==> src/rtl/cddm_pkg.sv <==
package cddm_pkg;

   localparam int SECTORS_PER_TRACK    = 40;
   localparam int SEEK_TRACKS_PER_TICK = 51;
   localparam int SEG_COUNT            = 2 * SECTORS_PER_TRACK;
   localparam int SEG_START            = 12 % SEG_COUNT;
   localparam int SEEK_HALF_RAW        = SEEK_TRACKS_PER_TICK / 2;
   localparam int SEEK_HALF            = (SEEK_HALF_RAW == 0) ? 1 : SEEK_HALF_RAW;
   localparam int DIV_W                = 13;
   localparam int DIV_CNT_W            = $clog2(DIV_W);
   localparam int CRC_STEPS            = 32;
   localparam int STEP_CNT_W           = 5;

   localparam logic [15:0] CRC_POLY = 16'hA001;

   localparam logic [3:0] M_OFF      = 4'd0;
   localparam logic [3:0] M_LOAD     = 4'd1;
   localparam logic [3:0] M_SPINUP   = 4'd2;
   localparam logic [3:0] M_BRUSH    = 4'd3;
   localparam logic [3:0] M_HEADS    = 4'd4;
   localparam logic [3:0] M_SEEK     = 4'd5;
   localparam logic [3:0] M_LOCK     = 4'd6;
   localparam logic [3:0] M_UNLOAD   = 4'd7;
   localparam logic [3:0] M_SPINDOWN = 4'd8;

   localparam logic [2:0] OP_TICK       = 3'd0;
   localparam logic [2:0] OP_SEEK       = 3'd1;
   localparam logic [2:0] OP_READ_HDR   = 3'd2;
   localparam logic [2:0] OP_READ_DATA  = 3'd3;
   localparam logic [2:0] OP_WRITE_DATA = 3'd4;
   localparam logic [2:0] OP_CLEAR      = 3'd5;

   localparam logic [2:0] CSR_DRIVE_KIND   = 3'd0;
   localparam logic [2:0] CSR_FULL_RPM     = 3'd1;
   localparam logic [2:0] CSR_SPINUP_SEC   = 3'd2;
   localparam logic [2:0] CSR_SPEED_FACTOR = 3'd3;
   localparam logic [2:0] CSR_HEAD_MOVE    = 3'd4;

   typedef struct packed {
      logic [2:0] operation;
      logic       power_on;
      logic       run_pressed;
      logic       cover_is_open;
      logic       write_locked;
      logic       medium_ok;
      logic       clock_missing;
      logic [8:0] target_cylinder;
      logic       target_head;
   } req_type;

   typedef struct packed {
      logic        accepted;
      logic [3:0]  drive_state;
      logic        ready_line;
      logic        error_line;
      logic        write_gate_error;
      logic [8:0]  cylinder_now;
      logic [1:0]  head_now;
      logic [15:0] header_word;
      logic [15:0] header_crc;
      logic [15:0] block_index;
      logic [9:0]  wait_ms;
      logic [11:0] rpm_now;
   } rsp_type;

   typedef struct packed {
      logic load;
      logic div_step;
      logic crc_step;
      logic commit;
   } cmd_type;

   typedef struct packed {
      logic need_crc;
   } stat_type;

   function automatic logic [6:0] seg_next(input logic [6:0] s);
      logic [7:0] n;
      n = {1'b0, s} + 8'd1;
      seg_next = (n >= 8'(SEG_COUNT)) ? 7'd0 : n[6:0];
   endfunction

endpackage

==> src/rtl/cddm_ctrl.sv <==
module cddm_ctrl
   import cddm_pkg::*;
(
   input  logic     clock,
   input  logic     reset,
   input  logic     start,
   input  stat_type stat,
   output cmd_type  cmd,
   output logic     busy
);

   typedef enum logic [3:0] {
      S_IDLE = 4'b0001,
      S_DIV  = 4'b0010,
      S_CRC  = 4'b0100,
      S_DONE = 4'b1000
   } state_type;

   state_type             state_ff, state_in;
   logic [STEP_CNT_W-1:0] cnt_ff, cnt_in;

   always_comb begin
      state_in     = state_ff;
      cnt_in       = cnt_ff;
      cmd          = '0;
      unique case (state_ff)
         S_IDLE: begin
            if (start) begin
               cmd.load = 1'b1;
               cnt_in   = '0;
               state_in = S_DIV;
            end
         end
         S_DIV: begin
            cmd.div_step = 1'b1;
            cnt_in       = cnt_ff + 1'b1;
            if (cnt_ff == STEP_CNT_W'(DIV_W - 1)) begin
               cnt_in   = '0;
               state_in = stat.need_crc ? S_CRC : S_DONE;
            end
         end
         S_CRC: begin
            cmd.crc_step = 1'b1;
            cnt_in       = cnt_ff + 1'b1;
            if (cnt_ff == STEP_CNT_W'(CRC_STEPS - 1)) state_in = S_DONE;
         end
         S_DONE: begin
            cmd.commit = 1'b1;
            state_in   = S_IDLE;
         end
         default: state_in = S_IDLE;
      endcase
   end

   always_ff @(posedge clock) begin
      if (reset) begin
         state_ff <= S_IDLE;
         cnt_ff   <= '0;
      end else begin
         state_ff <= state_in;
         cnt_ff   <= cnt_in;
      end
   end

   assign busy = (state_ff != S_IDLE);

endmodule

==> src/rtl/cddm_dp.sv <==
module cddm_dp
   import cddm_pkg::*;
(
   input  logic        clock,
   input  logic        reset,
   input  cmd_type     cmd,
   output stat_type    stat,
   input  req_type     req,
   input  logic        cfg_we,
   input  logic [2:0]  cfg_index,
   input  logic [11:0] cfg_wdata,
   output rsp_type     rsp,
   output logic        rsp_valid
);

   logic [1:0]  kind_ff;
   logic [11:0] full_ff;
   logic [7:0]  spin_sec_ff;
   logic [4:0]  factor_ff;
   logic [9:0]  hmove_ff;

   logic [3:0]  mode_ff, mode_in;
   logic [8:0]  cyl_ff, cyl_in;
   logic [1:0]  head_ff, head_in;
   logic [8:0]  dcyl_ff, dcyl_in;
   logic        dhead_ff, dhead_in;
   logic [11:0] rpm_ff, rpm_in;
   logic [6:0]  seg_ff, seg_in;
   logic        fault_ff, fault_in, vol_ff, vol_in, wge_ff, wge_in;
   logic        rdy_ff, rdy_in, err_ff, err_in;

   req_type     item_ff;
   logic [DIV_W-1:0] rem_ff, quo_ff, dvs_ff;
   logic [15:0] crc_ff, hw_ff;
   logic [31:0] crc_data_ff;
   logic [DIV_W:0] shifted;
   logic        div_bit, fb;

   logic [9:0]  inc;
   logic [8:0]  cyl_gap;
   logic [8:0]  spin_div;
   logic [6:0]  seg_hdr;
   logic [15:0] hw_now;
   rsp_type     out;

   assign inc = (kind_ff == 2'd1) ? 10'(SEEK_HALF) : 10'(SEEK_TRACKS_PER_TICK);
   assign cyl_gap = (dcyl_ff > cyl_ff) ? (dcyl_ff - cyl_ff) : (cyl_ff - dcyl_ff);
   assign spin_div = (spin_sec_ff == 8'd0) ? 9'd1 : {1'b0, spin_sec_ff};
   assign seg_hdr = seg_ff[0] ? seg_next(seg_ff) : seg_ff;
   assign hw_now = {cyl_ff, head_ff[0], seg_hdr[6:1]};
   assign stat.need_crc = (item_ff.operation == OP_READ_HDR) && (mode_ff == M_LOCK);

   assign shifted = {rem_ff, quo_ff[DIV_W-1]};
   assign div_bit = (shifted >= {1'b0, dvs_ff});
   assign fb = crc_ff[0] ^ crc_data_ff[0];

   always_ff @(posedge clock) begin
      if (cmd.load) begin
         item_ff     <= req;
         rem_ff      <= '0;
         crc_ff      <= '0;
         hw_ff       <= hw_now;
         crc_data_ff <= {16'h0000, hw_now};
         if (mode_ff == M_SEEK) begin
            quo_ff <= DIV_W'(cyl_gap) * DIV_W'(10);
            dvs_ff <= DIV_W'(inc);
         end else begin
            quo_ff <= DIV_W'(full_ff);
            dvs_ff <= DIV_W'(spin_div) * DIV_W'(10);
         end
      end
      if (cmd.div_step) begin
         rem_ff <= div_bit ? DIV_W'(shifted - {1'b0, dvs_ff}) : shifted[DIV_W-1:0];
         quo_ff <= {quo_ff[DIV_W-2:0], div_bit};
      end
      if (cmd.crc_step) begin
         crc_ff      <= {1'b0, crc_ff[15:1]} ^ (fb ? CRC_POLY : 16'h0000);
         crc_data_ff <= {1'b0, crc_data_ff[31:1]};
      end
   end

   always_comb begin
      logic        run, stop;
      logic [3:0]  m;
      logic [16:0] step;
      logic [17:0] t;
      logic [10:0] reach;
      logic [6:0]  s1;
      logic [15:0] blk;
      logic        lock;

      mode_in  = mode_ff;   cyl_in  = cyl_ff;   head_in = head_ff;
      dcyl_in  = dcyl_ff;   dhead_in = dhead_ff; rpm_in = rpm_ff;
      seg_in   = seg_ff;    fault_in = fault_ff; vol_in = vol_ff;
      wge_in   = wge_ff;    rdy_in   = rdy_ff;
      err_in   = err_ff | vol_ff | wge_ff;
      out      = '0;
      run      = item_ff.run_pressed;
      step     = 17'(quo_ff[11:0]) * 17'(factor_ff);
      t        = 18'(rpm_ff) + 18'(step);
      reach    = 11'(cyl_ff) + 11'(inc);
      lock     = (mode_ff == M_LOCK);
      m        = item_ff.power_on ? mode_ff : M_OFF;
      s1       = '0;
      blk      = '0;
      stop     = 1'b0;

      case (item_ff.operation)
         OP_TICK: begin
            out.accepted = 1'b1;
            if (item_ff.clock_missing) fault_in = 1'b1;
            stop    = !run || fault_in;
            mode_in = m;
            unique case (m)
               M_LOAD: begin
                  rdy_in = 1'b0;
                  if (run && !item_ff.cover_is_open) begin
                     if (item_ff.medium_ok) begin
                        fault_in = 1'b0;
                        mode_in  = M_SPINUP;
                     end else begin
                        fault_in    = 1'b1;
                        out.wait_ms = 10'd100;
                     end
                  end else begin
                     fault_in    = 1'b0;
                     out.wait_ms = 10'd100;
                  end
               end
               M_SPINUP: begin
                  vol_in = 1'b1;
                  rdy_in = 1'b0;
                  if (stop) mode_in = M_SPINDOWN;
                  else if (t > 18'(full_ff)) begin
                     rpm_in  = full_ff;
                     cyl_in  = '0;
                     mode_in = M_BRUSH;
                  end else begin
                     rpm_in      = t[11:0];
                     out.wait_ms = 10'd100;
                  end
               end
               M_BRUSH: begin
                  rdy_in      = 1'b0;
                  mode_in     = M_HEADS;
                  out.wait_ms = 10'd100;
               end
               M_HEADS: begin
                  rdy_in      = 1'b0;
                  cyl_in      = '0;
                  dcyl_in     = '0;
                  dhead_in    = 1'b0;
                  head_in     = 2'd3;
                  mode_in     = M_SEEK;
                  seg_in      = 7'(SEG_START);
                  out.wait_ms = hmove_ff;
               end
               M_SEEK: begin
                  rdy_in = 1'b0;
                  if (stop) mode_in = M_SPINDOWN;
                  else if ({1'b0, dhead_ff} != head_ff) begin
                     head_in     = {1'b0, dhead_ff};
                     out.wait_ms = 10'd5;
                  end else if ((dcyl_ff > cyl_ff) ? (reach >= 11'(dcyl_ff))
                                                  : (10'(cyl_gap) <= inc)) begin
                     out.wait_ms = quo_ff[9:0];
                     cyl_in      = dcyl_ff;
                     mode_in     = M_LOCK;
                  end else begin
                     cyl_in      = (dcyl_ff > cyl_ff) ? reach[8:0] : (cyl_ff - inc[8:0]);
                     out.wait_ms = 10'd10;
                  end
               end
               M_LOCK: begin
                  if (stop) mode_in = M_UNLOAD;
                  else begin
                     rdy_in      = 1'b1;
                     out.wait_ms = 10'd1;
                  end
               end
               M_UNLOAD: begin
                  rdy_in      = 1'b0;
                  mode_in     = M_SPINDOWN;
                  out.wait_ms = hmove_ff;
               end
               M_SPINDOWN: begin
                  rdy_in = 1'b0;
                  if (17'(rpm_ff) <= step) begin
                     rpm_in  = '0;
                     mode_in = M_LOAD;
                  end else begin
                     rpm_in      = rpm_ff - step[11:0];
                     out.wait_ms = 10'd100;
                  end
               end
               default: begin
                  mode_in     = item_ff.power_on ? M_LOAD : M_OFF;
                  vol_in      = 1'b1;
                  rdy_in      = 1'b0;
                  err_in      = 1'b1;
                  fault_in    = 1'b0;
                  out.wait_ms = 10'd100;
               end
            endcase
         end
         OP_SEEK: begin
            if (lock) begin
               dcyl_in  = (kind_ff == 2'd1) ? {1'b0, item_ff.target_cylinder[7:0]}
                                            : item_ff.target_cylinder;
               dhead_in = item_ff.target_head;
               head_in  = 2'd3;
               rdy_in   = 1'b0;
               mode_in  = M_SEEK;
               out.accepted = 1'b1;
            end
         end
         OP_READ_HDR: begin
            if (lock) begin
               out.header_word = hw_ff;
               out.header_crc  = crc_ff;
               seg_in          = seg_next(seg_hdr);
               out.accepted    = 1'b1;
            end
         end
         OP_READ_DATA, OP_WRITE_DATA: begin
            if (lock) begin
               out.accepted = 1'b1;
               if (item_ff.operation == OP_WRITE_DATA
                   && (item_ff.write_locked || !rdy_ff)) begin
                  wge_in = 1'b1;
               end else begin
                  if (item_ff.operation == OP_WRITE_DATA) wge_in = 1'b0;
                  s1  = seg_ff[0] ? seg_ff : seg_next(seg_ff);
                  blk = ({6'd0, cyl_ff, 1'b0} + 16'(head_ff[0])) * 16'(SECTORS_PER_TRACK)
                        + 16'(s1[6:1]);
                  out.block_index = blk;
                  seg_in = seg_next(s1);
               end
            end
         end
         OP_CLEAR: begin
            wge_in = 1'b0;
            vol_in = 1'b0;
            err_in = 1'b0;
            out.accepted = 1'b1;
         end
         default: ;
      endcase

      err_in               = err_in | vol_in | wge_in;
      out.drive_state      = mode_in;
      out.ready_line       = rdy_in;
      out.error_line       = err_in;
      out.write_gate_error = wge_in;
      out.cylinder_now     = cyl_in;
      out.head_now         = head_in;
      out.rpm_now          = rpm_in;
   end

   always_ff @(posedge clock) begin
      if (reset) begin
         kind_ff     <= 2'd2;
         full_ff     <= 12'd2400;
         spin_sec_ff <= 8'd8;
         factor_ff   <= 5'd1;
         hmove_ff    <= 10'd100;
         mode_ff     <= M_OFF;
         cyl_ff      <= '0;
         head_ff     <= '0;
         dcyl_ff     <= '0;
         dhead_ff    <= 1'b0;
         rpm_ff      <= '0;
         seg_ff      <= 7'(SEG_START);
         fault_ff    <= 1'b0;
         vol_ff      <= 1'b1;
         wge_ff      <= 1'b0;
         rdy_ff      <= 1'b0;
         err_ff      <= 1'b1;
         rsp_valid   <= 1'b0;
      end else begin
         rsp_valid <= cmd.commit;
         if (cfg_we) begin
            unique case (cfg_index)
               CSR_DRIVE_KIND:   kind_ff     <= cfg_wdata[1:0];
               CSR_FULL_RPM:     full_ff     <= cfg_wdata;
               CSR_SPINUP_SEC:   spin_sec_ff <= cfg_wdata[7:0];
               CSR_SPEED_FACTOR: factor_ff   <= cfg_wdata[4:0];
               CSR_HEAD_MOVE:    hmove_ff    <= cfg_wdata[9:0];
               default: ;
            endcase
         end
         if (cmd.commit) begin
            mode_ff  <= mode_in;  cyl_ff   <= cyl_in;   head_ff <= head_in;
            dcyl_ff  <= dcyl_in;  dhead_ff <= dhead_in; rpm_ff  <= rpm_in;
            seg_ff   <= seg_in;   fault_ff <= fault_in; vol_ff  <= vol_in;
            wge_ff   <= wge_in;   rdy_ff   <= rdy_in;   err_ff  <= err_in;
         end
      end
   end

   always_ff @(posedge clock) begin
      if (cmd.commit) rsp <= out;
   end

endmodule

==> src/rtl/cartridge_disk_drive_model_unit.sv <==
// Channel | Ports                                   | Handshake
// request | start, busy, req_data                   | taken when start and !busy
// result  | rsp_valid, rsp_data                     | one-cycle strobe
// config  | csr_valid, csr_ready, csr_index, csr_wdata | write when valid and ready
//
// An item runs a load, 13 divider steps and a commit; a header read while locked
// adds 32 steps of bit-serial CRC. The restoring divider is shared by the seek and
// spin-speed arithmetic. The word appears in the cycle after commit, as busy drops.
// Reset is synchronous; the receiver cannot stall, and config is always ready.
module cartridge_disk_drive_model_unit
   import cddm_pkg::*;
(
   input  logic        clock,
   input  logic        reset,
   input  logic        start,
   output logic        busy,
   input  req_type     req_data,
   output logic        rsp_valid,
   output rsp_type     rsp_data,
   input  logic        csr_valid,
   output logic        csr_ready,
   input  logic [2:0]  csr_index,
   input  logic [11:0] csr_wdata
);

   cmd_type  cmd;
   stat_type stat;

   assign csr_ready = 1'b1;

   cddm_ctrl u_ctrl (
      .clock (clock),
      .reset (reset),
      .start (start),
      .stat  (stat),
      .cmd   (cmd),
      .busy  (busy)
   );

   cddm_dp u_dp (
      .clock     (clock),
      .reset     (reset),
      .cmd       (cmd),
      .stat      (stat),
      .req       (req_data),
      .cfg_we    (csr_valid & csr_ready),
      .cfg_index (csr_index),
      .cfg_wdata (csr_wdata),
      .rsp       (rsp_data),
      .rsp_valid (rsp_valid)
   );

endmodule
==> config.mk <==
export PLATFORM = sky130hd
export DESIGN_NAME = cartridge_disk_drive_model_unit
export DESIGN_NICKNAME = d
export VERILOG_FILES = /design/src/rtl/cddm_pkg.sv /design/src/rtl/cddm_ctrl.sv /design/src/rtl/cddm_dp.sv /design/src/rtl/cartridge_disk_drive_model_unit.sv
export SDC_FILE = /design/constraint.sdc
export NUM_CORES = 1
export LEC_CHECK = 0
export ABC_CLOCK_PERIOD_IN_PS = 16000
export BUFFER_PORTS_ARGS = -buffer_cell sky130_fd_sc_hd__buf_4
export CAP_MARGIN = 20
export CORE_MARGIN = 8
export CORE_UTILIZATION = 60
export DETAILED_ROUTE_END_ITERATION = 6
export PLACE_DENSITY = 0.79
export SLEW_MARGIN = 20
export SYNTH_ARGS = -nofsm -noshare
export SYNTH_HDL_FRONTEND = slang
export SYNTH_SLANG_ARGS = --single-unit
==> constraint.sdc <==
create_clock -name clock -period 16 [get_ports clock]
set_clock_uncertainty 0.15 [all_clocks]
set_input_delay 0.8 -clock clock [delete_from_list [all_inputs] [get_ports clock]]
set_output_delay 0.8 -clock clock [all_outputs]
set_load 0.05 [all_outputs]
==> flow_summary.toml <==
[global_route]
grt_usage_pct = 26.3
grt_first_pass_wirelength_mm = 81.3
overflow = 0
grt_pass1_vias = 15000
grt_max_degree = 69
antenna_found_initial = 0

[worst_setup_path]
worst_setup_path_end_kind = "flop"
cp_common_cell = "a21oi_1"
crit_arrival_ps = 7980
cp_max_fo = 17
criticalPathCategory = "flop to flop"
ff2ff_path_depth = 29
required_ps = 16310
slowest_stage = "dfxtp_1"
start_kind = "flop"
max_stage_delay_ps = 540
rrSetupSlack_ps = 8330

[clock_network]
cts_buffer_depth = 3
root_buffer = "clkbuf_16"
numCtsBuffers = 30
cts-resized-gates = 0
cts_hold_buf = 0
clkLatencyLatePin_ps = 590
clk_pin_slew_worst_paths_ps = 60
cts_tree = "yes"
cts_setup_buffers = 0
cts.sinks = 290
htreeDepth = 1

[timing]
worstMarginPinSlew_ps = 1170
post-route-period-util_pct = 48.0
setup_viol = 0
setup_tns_ps = 0
worst_slack_ps = 8330
period_needed_ps = 7670
drv_slew = 0
rsz0062_at_grt = "no"
fmax_mhz = 130
slew_headroom_pct = 21.2
hold_violations = 0

[synth]
syn_area_mm2 = 0.0193
yosysSeqAreaShare_pct = 40.2
synth_ff_type = "edfxtp_1"
yosys-top-cells-area = "edfxtp_1, ha_1, dfxtp_1, a21oi_1, fa_1"
synth_nets = 2310
synth_top_area_cell = "edfxtp_1"
synth_warnings = 0
ys_async_sr_fraction_pct = 0
syn-mean-instance-area_um2 = 9.31
ys_seq_elements = 290
yosys.area.top_type_share_pct = 30.2
synth_edf_count = 194
synth_cell_type_count = 78
syn_inst = 2071

[layout]
diodes = 0
finish.net_count = 2390
layout-drive-gt1-share_pct = 9.93
syn_to_final_growth_pct = 11.7
fin_cells = 2577

[outcome]
status = "completed"

[routing]
routed_wl_mm = 51.0
drt_iter0_drc = 1364
viasPerCell = 6.06
ant_nets = 0
drcViolationCount = 0
dr.pass1.iters = 5
wl_per_cell_um = 19.8
num_vias = 15600

[pwr]
powerDensity_mw_per_mm2 = 85.1
irDropWorstVdd_mv = 0.0762
power.leakage_nw = 9.03

[placement]
hpwl_mm = 38.5
dp_slack_ps = 8390
port-buffer-count = 128
dp_cells = 2520
routabilityCongestion = 0.961

[min_path]
whs_path_depth = 1
min_path_type = "input pin to flop"

[floorplanning]
dieArea_mm2 = 0.0381
start_util_pct = 60.9
rows = 65
num_io_pins = 130
die_width_um = 195
die_h_um = 195
core_mm2 = 0.0316

[job]
max_cap_viol_count = 0
==> critical path: cells and delay by family, from the launching register on <==
| kind | cells | cell delay [ps] |
|---|---|---|
| simple gates | 9 | 1160 |
| xor+xnor | 2 | 260 |
| flops | 1 | 540 |
| buf+inv | 2 | 300 |
| fa+ha+maj | 6 | 2600 |
| compound gates | 10 | 2520 |
==> cell usage in the layout, fill, tap and decap left out, types with 10 or more instances in the layout <==
cell,netlist,routed
a211oi_1,26,26
a21o_1,38,38
a21oi_1,166,166
a31oi_1,10,10
and2_1,94,94
and3_1,13,13
buf_4,3,141
clkbuf_16,0,30
dfxtp_1,96,96
edfxtp_1,194,194
fa_1,41,41
ha_1,160,160
inv_1,151,150
mux2i_1,36,36
nand2_1,206,205
nand2b_1,20,20
nand3_1,40,40
nand4_1,16,16
nor2_1,209,209
nor2b_1,36,36
nor3_1,31,31
o21a_1,13,13
o21ai_0,91,91
o21bai_1,22,22
xnor2_1,67,67
xor2_1,31,31
==> state kept, by name (all words and copies together) (netlist names), 7 cells and up <==
signal / cells
u_dp.rpm_ff: 12
u_dp.quo_ff: 13
u_dp.full_ff: 12
u_dp.crc_data_ff: 16
u_dp.hmove_ff: 10
u_dp.hw_ff: 16
u_dp.rem_ff: 13
u_dp.crc_ff: 16
u_dp.seg_ff: 7
u_dp.item_ff: 19
u_dp.dcyl_ff: 9
u_dp.cyl_ff: 9
u_dp.dvs_ff: 12
u_dp.rsp: 89
u_dp.spin_sec_ff: 8
==> Yosys cell counts (8+ instances only) <==
library cell,count
nor2_1,209
nand2_1,206
edfxtp_1,194
a21oi_1,166
ha_1,160
inv_1,151
dfxtp_1,96
and2_1,94
o21ai_0,91
clkbuf_1,82
xnor2_1,67
fa_1,41
nand3_1,40
a21o_1,38
mux2i_1,36
nor2b_1,36
nor3_1,31
xor2_1,31
a211oi_1,26
o21bai_1,22
nand2b_1,20
nand4_1,16
and3_1,13
o21a_1,13
a31oi_1,10
nor4_1,9
o211ai_1,9
a22oi_1,8
nand3b_1,8
o2bb2ai_1,8
==> layer usage <==
layer  vias to the layer above  track usage (%)  share of wire [%]
met1                      7481             35.4                 43
met4                         0             9.85                3.6
li1                       7425                -                  -
met2                       608             42.8                 46
met3                       105             3.68                7.6
met5                         -                0                  0
==> cell families after synthesis <==
| logic type | synth area share [%] |
|---|---|
| xor+xnor | 4.45 |
| mux | 2.49 |
| simple gates | 17.5 |
| buf+inv | 5.00 |
| fa+ha+maj | 14.6 |
| other cells | 0.0390 |
| compound gates | 15.7 |
| flops | 40.2 |
==> final timing paths <==
path                          start                to
hold reg to reg    u_dp.hmove_ff[0]  u_dp.hmove_ff[0]
hold / removal         req_data[18]  u_dp.item_ff[18]
setup reg to reg  u_dp.factor_ff[4]    u_dp.cyl_ff[8]
setup / recovery  u_dp.factor_ff[4]    u_dp.cyl_ff[8]
==> cell type report <==
type	count	area, um2
Tap cell	402	503
Inverter	153	577
Fill cell	2490	10100
Multi-Input combinational cell	1534	10600
Timing Repair Buffer	142	1080
Sequential cell	290	7750
Clock buffer	39	815
Clock inverter	17	223
==> per-stage QoR <==
step | cell area [um2] | hold WS, ps | util [%] | total power, mW
after floorplan | 19300 | 282 | - | 1.04
after global placement | 20500 | 294 | 64.7 | 1.11
after detailed placement | 20500 | 297 | 64.7 | 1.12
after CTS | 21500 | 215 | 68.0 | 1.84
after global routing | 21500 | 217 | 68.0 | 1.90
final | 21500 | 244 | 68.0 | 1.83
==> where the power goes <==
part	total (mW)	switching, mW	internal [mW]
Clock	0.725	0.299	0.426
Combinational	0.258	0.162	0.0958
Sequential	0.849	0.0205	0.828
Total	1.83	0.482	1.35
(Power assumes the default switching activity.)
